**src/design/bdm_pkg.sv**
```systemverilog
// Shared types, constants and the color order table for the 2x2 demosaic.
// No dependencies; used by every module of the block but bdm_ram.
package bdm_pkg;

  localparam int MAX_WIDTH  = 4096;
  localparam int COL_W      = $clog2(MAX_WIDTH);
  localparam int WEFF_W     = COL_W + 1;
  localparam int FRAME_W    = 13;
  localparam int ORDER_W    = 5;
  localparam int NUM_ORDERS = 24;
  localparam int CFG_IDX_W  = 2;
  localparam int QDEPTH     = 4;
  localparam int QPTR_W     = $clog2(QDEPTH);
  localparam int QCNT_W     = QPTR_W + 1;

  localparam logic [FRAME_W-1:0] RESET_WIDTH  = FRAME_W'(640);
  localparam logic [FRAME_W-1:0] RESET_HEIGHT = FRAME_W'(480);

  typedef enum logic [CFG_IDX_W-1:0] {
    CFG_FRAME_WIDTH   = 2'd0,
    CFG_FRAME_HEIGHT  = 2'd1,
    CFG_PATTERN_ORDER = 2'd2,
    CFG_UNUSED        = 2'd3
  } cfg_index_t;

  typedef enum logic [1:0] {
    KIND_RED     = 2'd0,
    KIND_GREEN_R = 2'd1,
    KIND_GREEN_B = 2'd2,
    KIND_BLUE    = 2'd3
  } kind_t;

  // Color kind per order and parity position {row odd, column odd}.
  localparam kind_t ORDER_TABLE [NUM_ORDERS][4] = '{
    '{KIND_RED,     KIND_GREEN_R, KIND_GREEN_B, KIND_BLUE},
    '{KIND_RED,     KIND_GREEN_R, KIND_BLUE,    KIND_GREEN_B},
    '{KIND_RED,     KIND_GREEN_B, KIND_GREEN_R, KIND_BLUE},
    '{KIND_RED,     KIND_GREEN_B, KIND_BLUE,    KIND_GREEN_R},
    '{KIND_RED,     KIND_BLUE,    KIND_GREEN_R, KIND_GREEN_B},
    '{KIND_RED,     KIND_BLUE,    KIND_GREEN_B, KIND_GREEN_R},
    '{KIND_GREEN_R, KIND_RED,     KIND_GREEN_B, KIND_BLUE},
    '{KIND_GREEN_R, KIND_RED,     KIND_BLUE,    KIND_GREEN_B},
    '{KIND_GREEN_R, KIND_GREEN_B, KIND_RED,     KIND_BLUE},
    '{KIND_GREEN_R, KIND_GREEN_B, KIND_BLUE,    KIND_RED},
    '{KIND_GREEN_R, KIND_BLUE,    KIND_RED,     KIND_GREEN_B},
    '{KIND_GREEN_R, KIND_BLUE,    KIND_GREEN_B, KIND_RED},
    '{KIND_GREEN_B, KIND_RED,     KIND_GREEN_R, KIND_BLUE},
    '{KIND_GREEN_B, KIND_RED,     KIND_BLUE,    KIND_GREEN_R},
    '{KIND_GREEN_B, KIND_GREEN_R, KIND_RED,     KIND_BLUE},
    '{KIND_GREEN_B, KIND_GREEN_R, KIND_BLUE,    KIND_RED},
    '{KIND_GREEN_B, KIND_BLUE,    KIND_RED,     KIND_GREEN_R},
    '{KIND_GREEN_B, KIND_BLUE,    KIND_GREEN_R, KIND_RED},
    '{KIND_BLUE,    KIND_RED,     KIND_GREEN_R, KIND_GREEN_B},
    '{KIND_BLUE,    KIND_RED,     KIND_GREEN_B, KIND_GREEN_R},
    '{KIND_BLUE,    KIND_GREEN_R, KIND_RED,     KIND_GREEN_B},
    '{KIND_BLUE,    KIND_GREEN_R, KIND_GREEN_B, KIND_RED},
    '{KIND_BLUE,    KIND_GREEN_B, KIND_RED,     KIND_GREEN_R},
    '{KIND_BLUE,    KIND_GREEN_B, KIND_GREEN_R, KIND_RED}
  };

  typedef struct packed {
    logic       command;
    logic [7:0] sample;
  } in_item_t;

  typedef struct packed {
    logic [7:0] red;
    logic [7:0] green;
    logic [7:0] blue;
    logic       frame_last;
  } out_item_t;

  // Frame geometry after clamping, as the front part uses it.
  typedef struct packed {
    logic [WEFF_W-1:0]  width;
    logic [FRAME_W-1:0] height;
  } geom_t;

  // Per-item classification: which pixels it emits and their position.
  typedef struct packed {
    logic a_valid;        // pixel (y-1, x-1)
    logic b_valid;        // pixel (y-1, x) at the last column
    logic oy_odd;
    logic x_odd;
    logic lower_present;  // y < height
  } pix_flags_t;

  typedef struct packed {
    pix_flags_t flags;
    logic [7:0] upper_left;
    logic [7:0] above;
    logic [7:0] lower_left;
    logic [7:0] cur;
  } job_t;

endpackage

```
**src/design/bdm_back.sv**
```systemverilog
// Back part: turns queued windows into RGB pixels in the output register,
// one per cycle while it is empty or being popped. Depends on bdm_pkg.
module bdm_back (
  input  logic                         clk,
  input  logic                         rst,
  input  logic [bdm_pkg::ORDER_W-1:0]  order,
  input  logic                         head_valid,
  input  bdm_pkg::job_t                head,
  output logic                         job_pop,
  output logic                         empty,
  input  logic                         pop,
  output bdm_pkg::out_item_t           result
);
  import bdm_pkg::*;

  logic      out_valid;
  logic      a_done;
  out_item_t out_reg;

  logic       sel_b;
  logic       load;
  logic [7:0] s00, s01, s10, s11;
  logic       p01, p10, p11;
  logic       ox_odd;
  kind_t      kind;
  out_item_t  pix;

  function automatic logic [7:0] mean2(logic [7:0] a, logic [7:0] b, logic both);
    logic [8:0] sum;
    sum = {1'b0, a} + {1'b0, b};
    // absent site is already zero, so a lone site passes through
    return both ? sum[8:1] : sum[7:0];
  endfunction

  always_comb begin
    sel_b  = !(head.flags.a_valid && !a_done);
    p01    = !sel_b;
    p10    = head.flags.lower_present;
    p11    = p01 && p10;
    s00    = sel_b ? head.above : head.upper_left;
    s01    = sel_b ? 8'd0 : head.above;
    s10    = p10 ? (sel_b ? head.cur : head.lower_left) : 8'd0;
    s11    = (p11 && !sel_b) ? head.cur : 8'd0;
    ox_odd = sel_b ? head.flags.x_odd : ~head.flags.x_odd;
    kind   = ORDER_TABLE[(order < ORDER_W'(NUM_ORDERS)) ? order : '0]
                        [{head.flags.oy_odd, ox_odd}];
    unique case (kind)
      KIND_RED: begin
        pix.red   = s00;
        pix.green = mean2(s01, s10, p01 && p10);
        pix.blue  = s11;
      end
      KIND_GREEN_R: begin
        pix.red   = s01;
        pix.green = mean2(s00, s11, p11);
        pix.blue  = s10;
      end
      KIND_GREEN_B: begin
        pix.red   = s10;
        pix.green = mean2(s00, s11, p11);
        pix.blue  = s01;
      end
      default: begin
        pix.red   = s11;
        pix.green = mean2(s01, s10, p01 && p10);
        pix.blue  = s00;
      end
    endcase
    pix.frame_last = sel_b && !head.flags.lower_present;
  end

  assign load    = head_valid && (!out_valid || pop);
  assign job_pop = load && (sel_b || !head.flags.b_valid);
  assign empty   = !out_valid;
  assign result  = out_reg;

  always_ff @(posedge clk) begin
    if (rst) begin
      out_valid <= 1'b0;
      a_done    <= 1'b0;
    end else begin
      if (load) begin
        out_valid <= 1'b1;
      end else if (pop) begin
        out_valid <= 1'b0;
      end
      if (load) begin
        a_done <= !job_pop;
      end
    end
    if (load) begin
      out_reg <= pix;
    end
  end

endmodule

```
**config.mk**
```make
export PLATFORM = sky130hd
export DESIGN_NAME = bdm_back
export DESIGN_NICKNAME = d
export VERILOG_FILES = /design/src/design/bdm_pkg.sv /design/src/design/bdm_back.sv
export SDC_FILE = /design/constraint.sdc
export NUM_CORES = 1
export LEC_CHECK = 0
export CORE_MARGIN = 8
export CORE_UTILIZATION = 30
export DETAILED_ROUTE_END_ITERATION = 6
export DONT_BUFFER_PORTS = 1
export SLEW_MARGIN = 10
export SYNTH_ARGS = -nofsm -noshare
export SYNTH_HDL_FRONTEND = slang
export SYNTH_SLANG_ARGS = --single-unit
```
**constraint.sdc**
```tcl
create_clock -name clk -period 11.04 [get_ports clk]
set_input_delay 2.208 -clock clk [delete_from_list [all_inputs] [get_ports clk]]
set_output_delay 2.208 -clock clk [all_outputs]
set_load 0.05 [all_outputs]
```
==> out/results.tsv <==
metric	value	unit
Setup violations, final	0	
CP cell instances	nand2b_1, and2_1, buf_4, a21boi_1	
routed len/inst	16.6	um
Critical-path top delay cell	a21boi_1	
Post-Synth Adder-Cell Area	10.3	%
Post-CTS Setup Repair Bufs	0	
Detail Route Antenna Nets	0	
Power Dens Cells	126	nW/um2
final hold viol count	0	
Resized cells post-CTS	0	
most common library cells after synthesis	nand2_1 (59), inv_1 (28), mux2i_1 (28)	
CP required	8830	ps
CP arrival	3780	ps
starting density of the core	30.5	%
GR Util All Layers	11.9	%
final net count	434	
mux cell area share after synthesis	15.2	%
Max-slew headroom	20.3	%
Area Growth Syn to Fin	5.57	%
Antenna Diode Count	0	
Hold-fix buffers, CTS	0	
Final Util	32.1	%
MaxCap Viol Count	0	
fin. max-slew vios	0	
Placeable Area	10200	um2
largest family of logic cells by synthesized area	simple AND/OR/NAND/NOR gates	
largest net degree at the start of global routing	50	
via count	2558	
CTS tree	yes	
layout cells sized above 1	7.46	%
Cell Area, Synth	3100	um2
Tmin final	5990	ps
Synth Area in Compound Gates	18.2	%
status	complete, no violations	
setup_tns	0	ps
class of the worst hold path	flop to flop	
Vias/cell	5.14	
Cells after Synth	375	
Distinct cells, synth	48	
#FFs+latches synth	27	
number of global-route vias before repair	2588	
simple logic cell fraction of the synthesized area	19.7	%
Leak	1.42	nW
Longest Clk Path Bufs	2	
Die H	118	um
most frequent cell after synthesis	nand2_1	
gp weighted congestion	0.850	
DRT Pass-1 Iters	5	
H-tree Lvls	1	
CP startpoint kind	primary input	
syn_area_per_cell	8.27	um2
DP Cell Count	494	
XOR/XNOR Fraction of Synth Area	5.00	%
Worst Setup Path Type	primary input to output port	
I/O pin total	73	
syn_nets	446	
GR Util met1	13.8	%
Total Routed Length	8290	um
FP Rows	37	
Die ar.	13800	um2
DRC	0	
grt peak-use layer	met2	
yosys warns	0	
number of DRC markers in iteration 0	149	
peak supply drop	50.8	uV
critical path capture point type	output port	
post-synthesis sequential area ratio	25.5	%
Layout Cells excl Fill	498	
actual slew at the worst max-slew pin	1190	ps
root buf cell	clkbuf_8	
biggest area consumer among synthesized cells	edfxtp_1	
first-pass GRT wire length	13500	um
IO buf count	0	
CTS clk-pin slew, worst paths	100	ps
worst-case clock skew	1.60	ps
grt ovf	0	
Tcrit/Tclk final	54.2	%
fmax	167	MHz
EDFF count, synth	25	
initial antenna violation count	0	
largest cells by area after synthesis	edfxtp_1 (24%), ha_1 (9.7%), mux2i_1 (9.0%)	
Clk Latency, worst-skew pair	280	ps
share of the synthesized area in the top cell type	24.2	%
clock sinks	27	
Async S/R FF share, synth	0	%
cts bufs inserted	3	
ys flop type	edfxtp_1	
CP max FO	27	
M2 GR Usage	19.5	%
Detailed Place HPWL	6410	um
met3 Usage GRT	4.70	%
Max stage delay on crit path	1000	ps
RSZ-0062 raised after global routing	no	
Die W	118	um
==> metrics by stage <==
stage | hold WS [ps] | setup WS [ps] | power [mW] | area [um2]
2_1_floorplan | 459 | 4560 | 0.325 | 3100
3_3_place_gp | 476 | 5060 | 0.353 | 3230
3_5_place_dp | 487 | 5050 | 0.356 | 3230
4_1_cts | 503 | 5050 | 0.417 | 3270
6_report | 494 | 5050 | 0.414 | 3270
5_1_grt | 531 | 4970 | 0.442 | 3270
==> routing by layer <==
layer | wire length, um | part of all wire [%] | up-vias
met5 | 0 | 0 | -
met1 | 3490 | 42 | 1142
met3 | 887 | 11 | 13
met2 | 3740 | 45 | 94
li1 | - | - | 1309
met4 | 176 | 2.1 | 0
==> sequential cells by signal, indices dropped and copies added, names as in the netlist <==
signal     count
result        25
a_done         1
out_valid      1
==> path summary, 6_finish.rpt <==
check / startpoint / to / slack [ps] / cells past startpoint
setup / recovery: pop / job_pop / 5050 / 4
hold / removal: out_valid$_SDFFE_PP0P_ / out_valid$_SDFFE_PP0P_ / 490 / 2
setup reg to reg: a_done$_SDFFE_PP0P_ / result[16]$_DFFE_PP_ / 7320 / 11
hold reg to reg: out_valid$_SDFFE_PP0P_ / out_valid$_SDFFE_PP0P_ / 490 / 2
==> layout make-up <==
cell class | count | area (um2)
sequential | 27 | 791
clock buffer | 4 | 45.0
fill | 1079 | 6910
inverter | 28 | 105
tap | 136 | 170
multi-input combinational | 300 | 2140
timing repair buffer | 3 | 22.5
==> logic make-up (layout without fill, tap and decap cells) <==
| family | Yosys count | in the layout |
|---|---|---|
| buffers and inverters | 48 | 35 |
| muxes | 43 | 43 |
| and+or+nand+nor | 131 | 131 |
| adders and majority gates | 25 | 25 |
| xor gates and xnor gates | 16 | 16 |
| DFF | 27 | 27 |
| AOI/OAI and AO/OA | 85 | 85 |
==> report_power, final <==
group / internal [mW] / switching (mW)
sequential: 0.137 / 0.0599
combinational: 0.0651 / 0.0905
clock: 0.0260 / 0.0359
total: 0.228 / 0.186
==> critical path, delay by kind of cell <==
family / cells / cell delay [ps]
AOI/OAI and AO/OA: 1 / 1000
buffers and inverters: 1 / 340
and+or+nand+nor: 2 / 210
==> cells in the final DEF, fill, tap and decap left out, types with 3 or more instances in the layout <==
master,netlist,routed
nand2_1,59,59
inv_1,28,28
mux2i_1,28,28
nor2_1,26,26
edfxtp_1,25,25
ha_1,24,24
a21oi_1,23,23
o21ai_0,14,14
mux2_2,13,13
a211oi_1,11,11
and2_1,10,10
xnor2_1,10,10
nand2b_1,9,9
nor2b_1,9,8
a21boi_0,8,7
and3_1,5,5
nor3_1,5,5
xor2_1,4,4
o211ai_1,4,4
nand3_1,3,3
clkbuf_8,0,3
buf_4,0,3
Power figures use the tool's default switching activity.
