$ cat src/design/bdm_pkg.sv
// Shared types, constants and the color order table for the 2x2 demosaic.
// No dependencies; used by every module of the block but bdm_ram.
package bdm_pkg;

  localparam int MAX_WIDTH  = 4096;
  localparam int COL_W      = $clog2(MAX_WIDTH);
  localparam int WEFF_W     = COL_W + 1;
  localparam int FRAME_W    = 13;
  localparam int ORDER_W    = 5;
  localparam int NUM_ORDERS = 24;
  localparam int CFG_IDX_W  = 2;
  localparam int QDEPTH     = 4;
  localparam int QPTR_W     = $clog2(QDEPTH);
  localparam int QCNT_W     = QPTR_W + 1;

  localparam logic [FRAME_W-1:0] RESET_WIDTH  = FRAME_W'(640);
  localparam logic [FRAME_W-1:0] RESET_HEIGHT = FRAME_W'(480);

  typedef enum logic [CFG_IDX_W-1:0] {
    CFG_FRAME_WIDTH   = 2'd0,
    CFG_FRAME_HEIGHT  = 2'd1,
    CFG_PATTERN_ORDER = 2'd2,
    CFG_UNUSED        = 2'd3
  } cfg_index_t;

  typedef enum logic [1:0] {
    KIND_RED     = 2'd0,
    KIND_GREEN_R = 2'd1,
    KIND_GREEN_B = 2'd2,
    KIND_BLUE    = 2'd3
  } kind_t;

  // Color kind per order and parity position {row odd, column odd}.
  localparam kind_t ORDER_TABLE [NUM_ORDERS][4] = '{
    '{KIND_RED,     KIND_GREEN_R, KIND_GREEN_B, KIND_BLUE},
    '{KIND_RED,     KIND_GREEN_R, KIND_BLUE,    KIND_GREEN_B},
    '{KIND_RED,     KIND_GREEN_B, KIND_GREEN_R, KIND_BLUE},
    '{KIND_RED,     KIND_GREEN_B, KIND_BLUE,    KIND_GREEN_R},
    '{KIND_RED,     KIND_BLUE,    KIND_GREEN_R, KIND_GREEN_B},
    '{KIND_RED,     KIND_BLUE,    KIND_GREEN_B, KIND_GREEN_R},
    '{KIND_GREEN_R, KIND_RED,     KIND_GREEN_B, KIND_BLUE},
    '{KIND_GREEN_R, KIND_RED,     KIND_BLUE,    KIND_GREEN_B},
    '{KIND_GREEN_R, KIND_GREEN_B, KIND_RED,     KIND_BLUE},
    '{KIND_GREEN_R, KIND_GREEN_B, KIND_BLUE,    KIND_RED},
    '{KIND_GREEN_R, KIND_BLUE,    KIND_RED,     KIND_GREEN_B},
    '{KIND_GREEN_R, KIND_BLUE,    KIND_GREEN_B, KIND_RED},
    '{KIND_GREEN_B, KIND_RED,     KIND_GREEN_R, KIND_BLUE},
    '{KIND_GREEN_B, KIND_RED,     KIND_BLUE,    KIND_GREEN_R},
    '{KIND_GREEN_B, KIND_GREEN_R, KIND_RED,     KIND_BLUE},
    '{KIND_GREEN_B, KIND_GREEN_R, KIND_BLUE,    KIND_RED},
    '{KIND_GREEN_B, KIND_BLUE,    KIND_RED,     KIND_GREEN_R},
    '{KIND_GREEN_B, KIND_BLUE,    KIND_GREEN_R, KIND_RED},
    '{KIND_BLUE,    KIND_RED,     KIND_GREEN_R, KIND_GREEN_B},
    '{KIND_BLUE,    KIND_RED,     KIND_GREEN_B, KIND_GREEN_R},
    '{KIND_BLUE,    KIND_GREEN_R, KIND_RED,     KIND_GREEN_B},
    '{KIND_BLUE,    KIND_GREEN_R, KIND_GREEN_B, KIND_RED},
    '{KIND_BLUE,    KIND_GREEN_B, KIND_RED,     KIND_GREEN_R},
    '{KIND_BLUE,    KIND_GREEN_B, KIND_GREEN_R, KIND_RED}
  };

  typedef struct packed {
    logic       command;
    logic [7:0] sample;
  } in_item_t;

  typedef struct packed {
    logic [7:0] red;
    logic [7:0] green;
    logic [7:0] blue;
    logic       frame_last;
  } out_item_t;

  // Frame geometry after clamping, as the front part uses it.
  typedef struct packed {
    logic [WEFF_W-1:0]  width;
    logic [FRAME_W-1:0] height;
  } geom_t;

  // Per-item classification: which pixels it emits and their position.
  typedef struct packed {
    logic a_valid;        // pixel (y-1, x-1)
    logic b_valid;        // pixel (y-1, x) at the last column
    logic oy_odd;
    logic x_odd;
    logic lower_present;  // y < height
  } pix_flags_t;

  typedef struct packed {
    pix_flags_t flags;
    logic [7:0] upper_left;
    logic [7:0] above;
    logic [7:0] lower_left;
    logic [7:0] cur;
  } job_t;

endpackage

$ cat src/design/bdm_job_queue.sv
// Short job queue between the front and back parts.
// Depends on bdm_pkg.
module bdm_job_queue (
  input  logic                        clk,
  input  logic                        rst,
  input  logic                        push,
  input  bdm_pkg::job_t               push_job,
  input  logic                        pop,
  output logic                        head_valid,
  output bdm_pkg::job_t               head,
  output logic [bdm_pkg::QCNT_W-1:0]  level
);
  import bdm_pkg::*;

  job_t              entries [QDEPTH];
  logic [QPTR_W-1:0] wr_ptr;
  logic [QPTR_W-1:0] rd_ptr;
  logic [QCNT_W-1:0] count;

  logic do_pop;

  assign do_pop     = pop && (count != '0);
  assign head_valid = count != '0;
  assign head       = entries[rd_ptr];
  assign level      = count;

  always_ff @(posedge clk) begin
    if (rst) begin
      wr_ptr <= '0;
      rd_ptr <= '0;
      count  <= '0;
    end else begin
      if (push) begin
        wr_ptr <= wr_ptr + QPTR_W'(1);
      end
      if (do_pop) begin
        rd_ptr <= rd_ptr + QPTR_W'(1);
      end
      count <= count + QCNT_W'(push) - QCNT_W'(do_pop);
    end
    if (push) begin
      entries[wr_ptr] <= push_job;
    end
  end

endmodule

$ cat config.mk
export PLATFORM = sky130hd
export DESIGN_NAME = bdm_job_queue
export DESIGN_NICKNAME = d
export VERILOG_FILES = /design/src/design/bdm_pkg.sv /design/src/design/bdm_job_queue.sv
export SDC_FILE = /design/constraint.sdc
export NUM_CORES = 1
export LEC_CHECK = 0
export ABC_AREA = 1
export ABC_CLOCK_PERIOD_IN_PS = 2810
export BUFFER_PORTS_ARGS = -buffer_cell sky130_fd_sc_hd__buf_4
export CORE_ASPECT_RATIO = 0.9
export CORE_UTILIZATION = 30
export CTS_CLUSTER_DIAMETER = 50
export DETAILED_ROUTE_END_ITERATION = 7
export HOLD_SLACK_MARGIN = 0.08
export PLACE_DENSITY_LB_ADDON = 0.08
export RECOVER_POWER = 25
export SYNTH_ARGS = -nofsm -noshare
export SYNTH_HDL_FRONTEND = slang
export SYNTH_SLANG_ARGS = --single-unit
$ cat constraint.sdc
create_clock -name clk -period 2.81 [get_ports clk]
set_input_delay 0.281 -clock clk [delete_from_list [all_inputs] [get_ports clk]]
set_output_delay 0.281 -clock clk [all_outputs]
set_load 0.02 [all_outputs]
==> results of run 1 <==
[cells by family (layout without fill, tap and decap cells)]
| family | Yosys count | in the layout | share of synthesized area |
|---|---|---|---|
| flip-flops | 157 | 157 | 0.778 |
| AO/OA/AOI/OAI | 119 | 119 | 0.108 |
| AND/OR/NAND/NOR | 95 | 95 | 0.0604 |
| buffers and inverters | 41 | 180 | 0.0377 |
| adder cells (fa/ha/maj) | 7 | 7 | 0.0160 |
[sequential cells by signal, indices dropped and copies added, names as in the netlist, named ones only]
signal / cells
entries: 148
level: 3
rd_ptr: 2
wr_ptr: 2
[metrics by stage]
| stage | setup WS [ns] | cell area [um2] | cells | power (mW) |
|---|---|---|---|---|
| 6_report | 0.434 | 7670 | 808 | 6.54 |
| 4_1_cts | 0.414 | 7750 | 808 | 6.64 |
| 2_1_floorplan | 1.08 | 5950 | 419 | 3.80 |
| 3_3_place_gp | 0.887 | 6820 | 738 | 4.47 |
| 5_1_grt | 0.243 | 7670 | 808 | 6.86 |
| 3_5_place_dp | 0.877 | 6820 | 738 | 4.48 |
[power breakdown]
group	total [mW]	internal [mW]	switching [mW]
combinational	1.69	0.616	1.08
clock	2.11	1.22	0.896
sequential	2.73	2.69	0.0390
[worst paths after layout]
| path | cells past startpoint | from | slack (ns) | to |
|---|---|---|---|---|
| min reg2reg | 2 | rd_ptr[0] | 0.49 | rd_ptr[0] |
| max reg2reg | 9 | level[1] | 1.03 | level[2] |
| min | 3 | pop | 0.14 | rd_ptr[0] |
| max | 4 | flop | 0.43 | head[24] |
[cell type report]
class                   instances  area [um2]  share of cell area
flip-flops and latches        157        4630               0.603
clock inverters                14         120              0.0157
repair buffers                130        1010               0.132
inverters                      18        67.6             0.00881
multi-input cells             221        1100               0.143
clock buffers                  18         429              0.0560
well taps                     250         313              0.0408
[worst max-delay path, cell delays in order, from the launching register on]
cell and delay, ns:
dfxtp_2 0.33, buf_4 0.61, o21ai_0 0.19, o22ai_1 0.31
buf_4 0.21
[layer usage]
layer  share of wire  vias up  global-route usage
li1                -     1806                   -
met1            0.49     1802               0.185
met2            0.46       83               0.221
met3           0.042       11              0.0404
met4          0.0091        0              0.0398
met5               0        -                   0
[Yosys cell counts, drive strengths merged]
cell / instances / share of area
dfxtp: 9 / 0.030
nand2: 12 / 0.0076
clkbuf: 10 / 0.0065
o21ai: 76 / 0.064
edfxtp: 148 / 0.75
nor2: 81 / 0.051
nand3: 2 / 0.0017
inv: 18 / 0.011
a21boi: 1 / 0.0013
ha: 6 / 0.013
a21oi: 5 / 0.0042
o22ai: 37 / 0.039
buf: 13 / 0.020
fa: 1 / 0.0034
==> results.json, run 1 <==
{
  "dieHeight_um": 136,
  "drc": 0,
  "cp.required_ns": 2.53,
  "wl_mm": 13.6,
  "crit_type": "reg2out",
  "period_share": 0.846,
  "core_mm2": 0.0193,
  "start_util": 0.308,
  "cts_buffer_depth": 2,
  "fillers": 1837,
  "worst_pin_slew_ns": 0.995,
  "ys_types": 19,
  "drt_iter0_drc": 152,
  "outcome": "completed",
  "cts_resized": 0,
  "pwr_density_cell_mw_per_mm2": 852,
  "clk_latency_ns": 0.42,
  "synthCells": 419,
  "fin_util": 0.398,
  "critPathLaunchType": "flop",
  "grt_antenna_before_repair": 0,
  "rsz0062_at_grt": "no",
  "fin_crit_ns": 2.38,
  "slew_viol_final": 0,
  "critPathArrivalTime_ns": 2.09,
  "grt_max_degree": 75,
  "drive_above_1_share": 0.190,
  "path_max_fanout": 74,
  "fmax_mhz": 421,
  "clock_sinks": 157,
  "final.setup.tns_ns": 0,
  "p_leak_nw": 2.72,
  "synth_seq_cells": 157,
  "cts_tree": "built",
  "vias_per_cell": 4.58,
  "core.rowCount": 48,
  "grt_first_pass_wirelength_mm": 20.6,
  "die_x_um": 150,
  "io_pins": 82,
  "slew_headroom": 0.336,
  "hp-class": "in2reg",
  "setup_viol": 0,
  "skew_ns": 0.00840,
  "irDropWorstVdd_uv": 414,
  "ant_nets": 0,
  "ys_seq_area_frac": 0.778,
  "cts_made_buffers": 17,
  "hold_ws_ns": 0.143,
  "post_cts_buffers": 0,
  "route.vias.total": 3702,
  "yosysWarnings": 0,
  "nNetsFinal": 593,
  "maxCapViolCount": 0,
  "synth_nets": 467,
  "num_antenna_cells": 0,
  "grt.total_usage": 0.140,
  "gp_congestion": 0.709,
  "ctsHoldBuffers": 38,
  "dr.pass1.iters": 4,
  "layout.cells.most_common": "edfxtp_1",
  "dpl.hpwl_mm": 7.78,
  "grt_pass1_vias": 3596,
  "worst_setup_path_end_kind": "output pin",
  "die_area_mm2": 0.0204,
  "cts_root_buffer": "clkbuf_16",
  "wl_per_cell_um": 16.8,
  "final_hold_viol_count": 0,
  "avgSynthCellArea_um2": 14.2,
  "overflow": 0,
  "mostFrequentLayoutCells": "148 x edfxtp_1, 81 x nor2_1, 68 x buf_4",
  "syn-cell-area_mm2": 0.00595,
  "clkTransAtPathRegs_ns": 0.06,
  "io_buffers": 81,
  "area.growth.synth_to_final_pct": 29.0,
  "cts_max_level": 4
}
(Power assumes the default switching activity.)
==> run 2: changes to the inputs <==
--- a/config.mk
+++ b/config.mk
@@ -6,7 +6,7 @@
 export NUM_CORES = 1
 export LEC_CHECK = 0
 export ABC_AREA = 1
-export ABC_CLOCK_PERIOD_IN_PS = 2810
+export ABC_CLOCK_PERIOD_IN_PS = 2300
 export BUFFER_PORTS_ARGS = -buffer_cell sky130_fd_sc_hd__buf_4
 export CORE_ASPECT_RATIO = 0.9
 export CORE_UTILIZATION = 30
==> constraint.sdc (replaced) <==
create_clock -name clk -period 2.3 [get_ports clk]
set_input_delay 0.23 -clock clk [delete_from_list [all_inputs] [get_ports clk]]
set_output_delay 0.23 -clock clk [all_outputs]
set_load 0.02 [all_outputs]
==> run 2 against run 1 <==
Final cell count up 0.87%. Worst hold slack better by 0.014 ns. Design area up 0.47%. Non-clock buffer count up 8. Clock power up 20%. Global-route usage up 0.088 points.
==> results.json, run 2 (synthesized netlist as in run 1, its figures left out) <==
{
  "outcome": "completed",
  "drc": 0,
  "slew_headroom": 0.674,
  "final_hold_viol_count": 0,
  "switching_share": 0.305,
  "grt_pass1_vias": 3656,
  "worst_setup_path_end_kind": "output pin",
  "cts_buffer_depth": 2,
  "wl_per_cell_um": 16.5,
  "cpPeakStageDelay_ns": 0.39,
  "worst_pin_slew_ns": 0.489,
  "dpl.hpwl_mm": 8.15,
  "cell_internal_pwr_mw": 5.52,
  "grt.total_usage": 0.140,
  "irDropWorstVdd_uv": 574,
  "critPathArrivalTime_ns": 1.83,
  "cts_resized": 0,
  "crit_type": "reg2out",
  "rsz0062_at_grt": "no",
  "hp-class": "in2reg",
  "vias_per_cell": 4.52,
  "num_antenna_cells": 0,
  "wl_mm": 13.5,
  "clockPowerShare": 0.319,
  "cts_tree": "built",
  "fin_util": 0.400,
  "mostFrequentLayoutCells": "148 x edfxtp_1, 81 x nor2_1, 73 x buf_4",
  "grt_antenna_before_repair": 0,
  "grt_first_pass_wirelength_mm": 20.6,
  "cp.required_ns": 2.07,
  "nNetsFinal": 601,
  "core_mm2": 0.0193,
  "ant_nets": 0,
  "gp_congestion": 0.726,
  "dr.pass1.iters": 4,
  "core.rowCount": 48,
  "io_buffers": 81,
  "crit_slowest_cell": "dfxtp_2",
  "p_leak_nw": 2.74,
  "start_util": 0.308,
  "route.vias.total": 3681,
  "drive_above_1_share": 0.191,
  "skew_ns": 0.00983,
  "cts_made_buffers": 17,
  "crit_chain": "inv_1 > buf_4 > o21ai_1 > o22ai_1 > buf_4",
  "period_share": 0.895,
  "layout.cells.most_common": "edfxtp_1",
  "die_x_um": 150,
  "io_pins": 82,
  "fmax_mhz": 486,
  "max_flop_register": "entries",
  "largest_reg_flops": 148,
  "cpLargestDelayFamily": "buffers and inverters",
  "final.setup.tns_ns": 0,
  "hold_ws_ns": 0.156,
  "cts_root_buffer": "clkbuf_16",
  "setup_viol": 0,
  "path_buf_inv": 3,
  "worst_path_most_repeated_cell": "buf_4",
  "dieHeight_um": 136,
  "clkTransAtPathRegs_ns": 0.06,
  "slew_viol_final": 0,
  "pwr_density_cell_mw_per_mm2": 1030,
  "grt_max_degree": 41,
  "critPathLaunchType": "flop",
  "maxCapViolCount": 0,
  "switchingPower_mw": 2.42,
  "drt_iter0_drc": 166,
  "overflow": 0,
  "clk_latency_ns": 0.42,
  "seqPwrFrac": 0.421,
  "area.growth.synth_to_final_pct": 29.6,
  "die_area_mm2": 0.0204,
  "cts_max_level": 4,
  "fin_crit_ns": 2.06,
  "clock_sinks": 157,
  "path_max_fanout": 24,
  "p_comb_frac": 0.260
}
-- run 2: cell count changes in the layout (fill, tap and decap cells not counted) --
| cell | previous run | this run |
|---|---|---|
| clkinv_1 | 2 | 4 |
| inv_6 | 2 | 1 |
| clkbuf_1 | 23 | 25 |
| buf_4 | 68 | 73 |
| dlygate4sd3_1 | 38 | 39 |
| clkinv_4 | 4 | 2 |
-- run 2: worst paths after layout --
check,startpoint,end,slack (ns),depth (start not counted)
worst max register to register,level[1],level[2],0.53,8
worst min-delay path,push,wr_ptr[0],0.16,3
worst min register to register,rd_ptr[0],rd_ptr[0],0.49,2
worst max-delay path,flop,head[23],0.24,5
-- run 2: per-layer routing --
| metal | global-route usage | up-vias | routed length (um) |
|---|---|---|---|
| met3 | 0.0370 | 15 | 512 |
| met5 | 0 | - | 0 |
| met2 | 0.216 | 70 | 6140 |
| met1 | 0.187 | 1780 | 6610 |
| li1 | - | 1816 | - |
| met4 | 0.0600 | 0 | 215 |
-- run 2: final cells by class --
cell class / count / area, um2
fill: 1826 / 11600
timing repair buffer: 138 / 1070
sequential: 157 / 4630
tap: 250 / 313
inverter: 18 / 67.6
clock buffer: 18 / 429
clock inverter: 13 / 101
multi-input combinational: 221 / 1100
-- run 2: worst register-to-register path, delay by kind of cell, from the launching register on --
kind,cells,cell delay [ns]
flip-flops,1,0.34
AO/OA/AOI/OAI,2,0.25
AND/OR/NAND/NOR,2,0.20
adder cells (fa/ha/maj),3,0.85
buffers and inverters,1,0.04
-- run 2: power by group through the flow --
| stage | clock (mW) | sequential (mW) | combinational [mW] |
|---|---|---|---|
| after global placement | 0 | 3.41 | 2.06 |
| after floorplan | 0 | 3.42 | 1.23 |
| final | 2.53 | 3.35 | 2.07 |
| after CTS | 2.60 | 3.35 | 2.13 |
| after global routing | 2.71 | 3.36 | 2.27 |
| after detailed placement | 0 | 3.41 | 2.07 |
-- run 2: stage by stage --
step | cells | cell area (um2) | setup slack, ns | power (mW)
2_1_floorplan | 419 | 5950 | 0.572 | 4.65
3_3_place_gp | 745 | 6870 | 0.584 | 5.47
3_5_place_dp | 745 | 6870 | 0.545 | 5.48
4_1_cts | 815 | 7790 | 0.227 | 8.08
5_1_grt | 815 | 7700 | 0.133 | 8.35
6_report | 815 | 7700 | 0.243 | 7.95
-- run 2: what timing repair did --
| action | CTS | global route |
|---|---|---|
| hold endpoints to repair | 151 | 0 |
| setup endpoints to repair | 0 | 0 |
| hold buffers | 39 | 0 |
| buffers inserted | 0 | 0 |
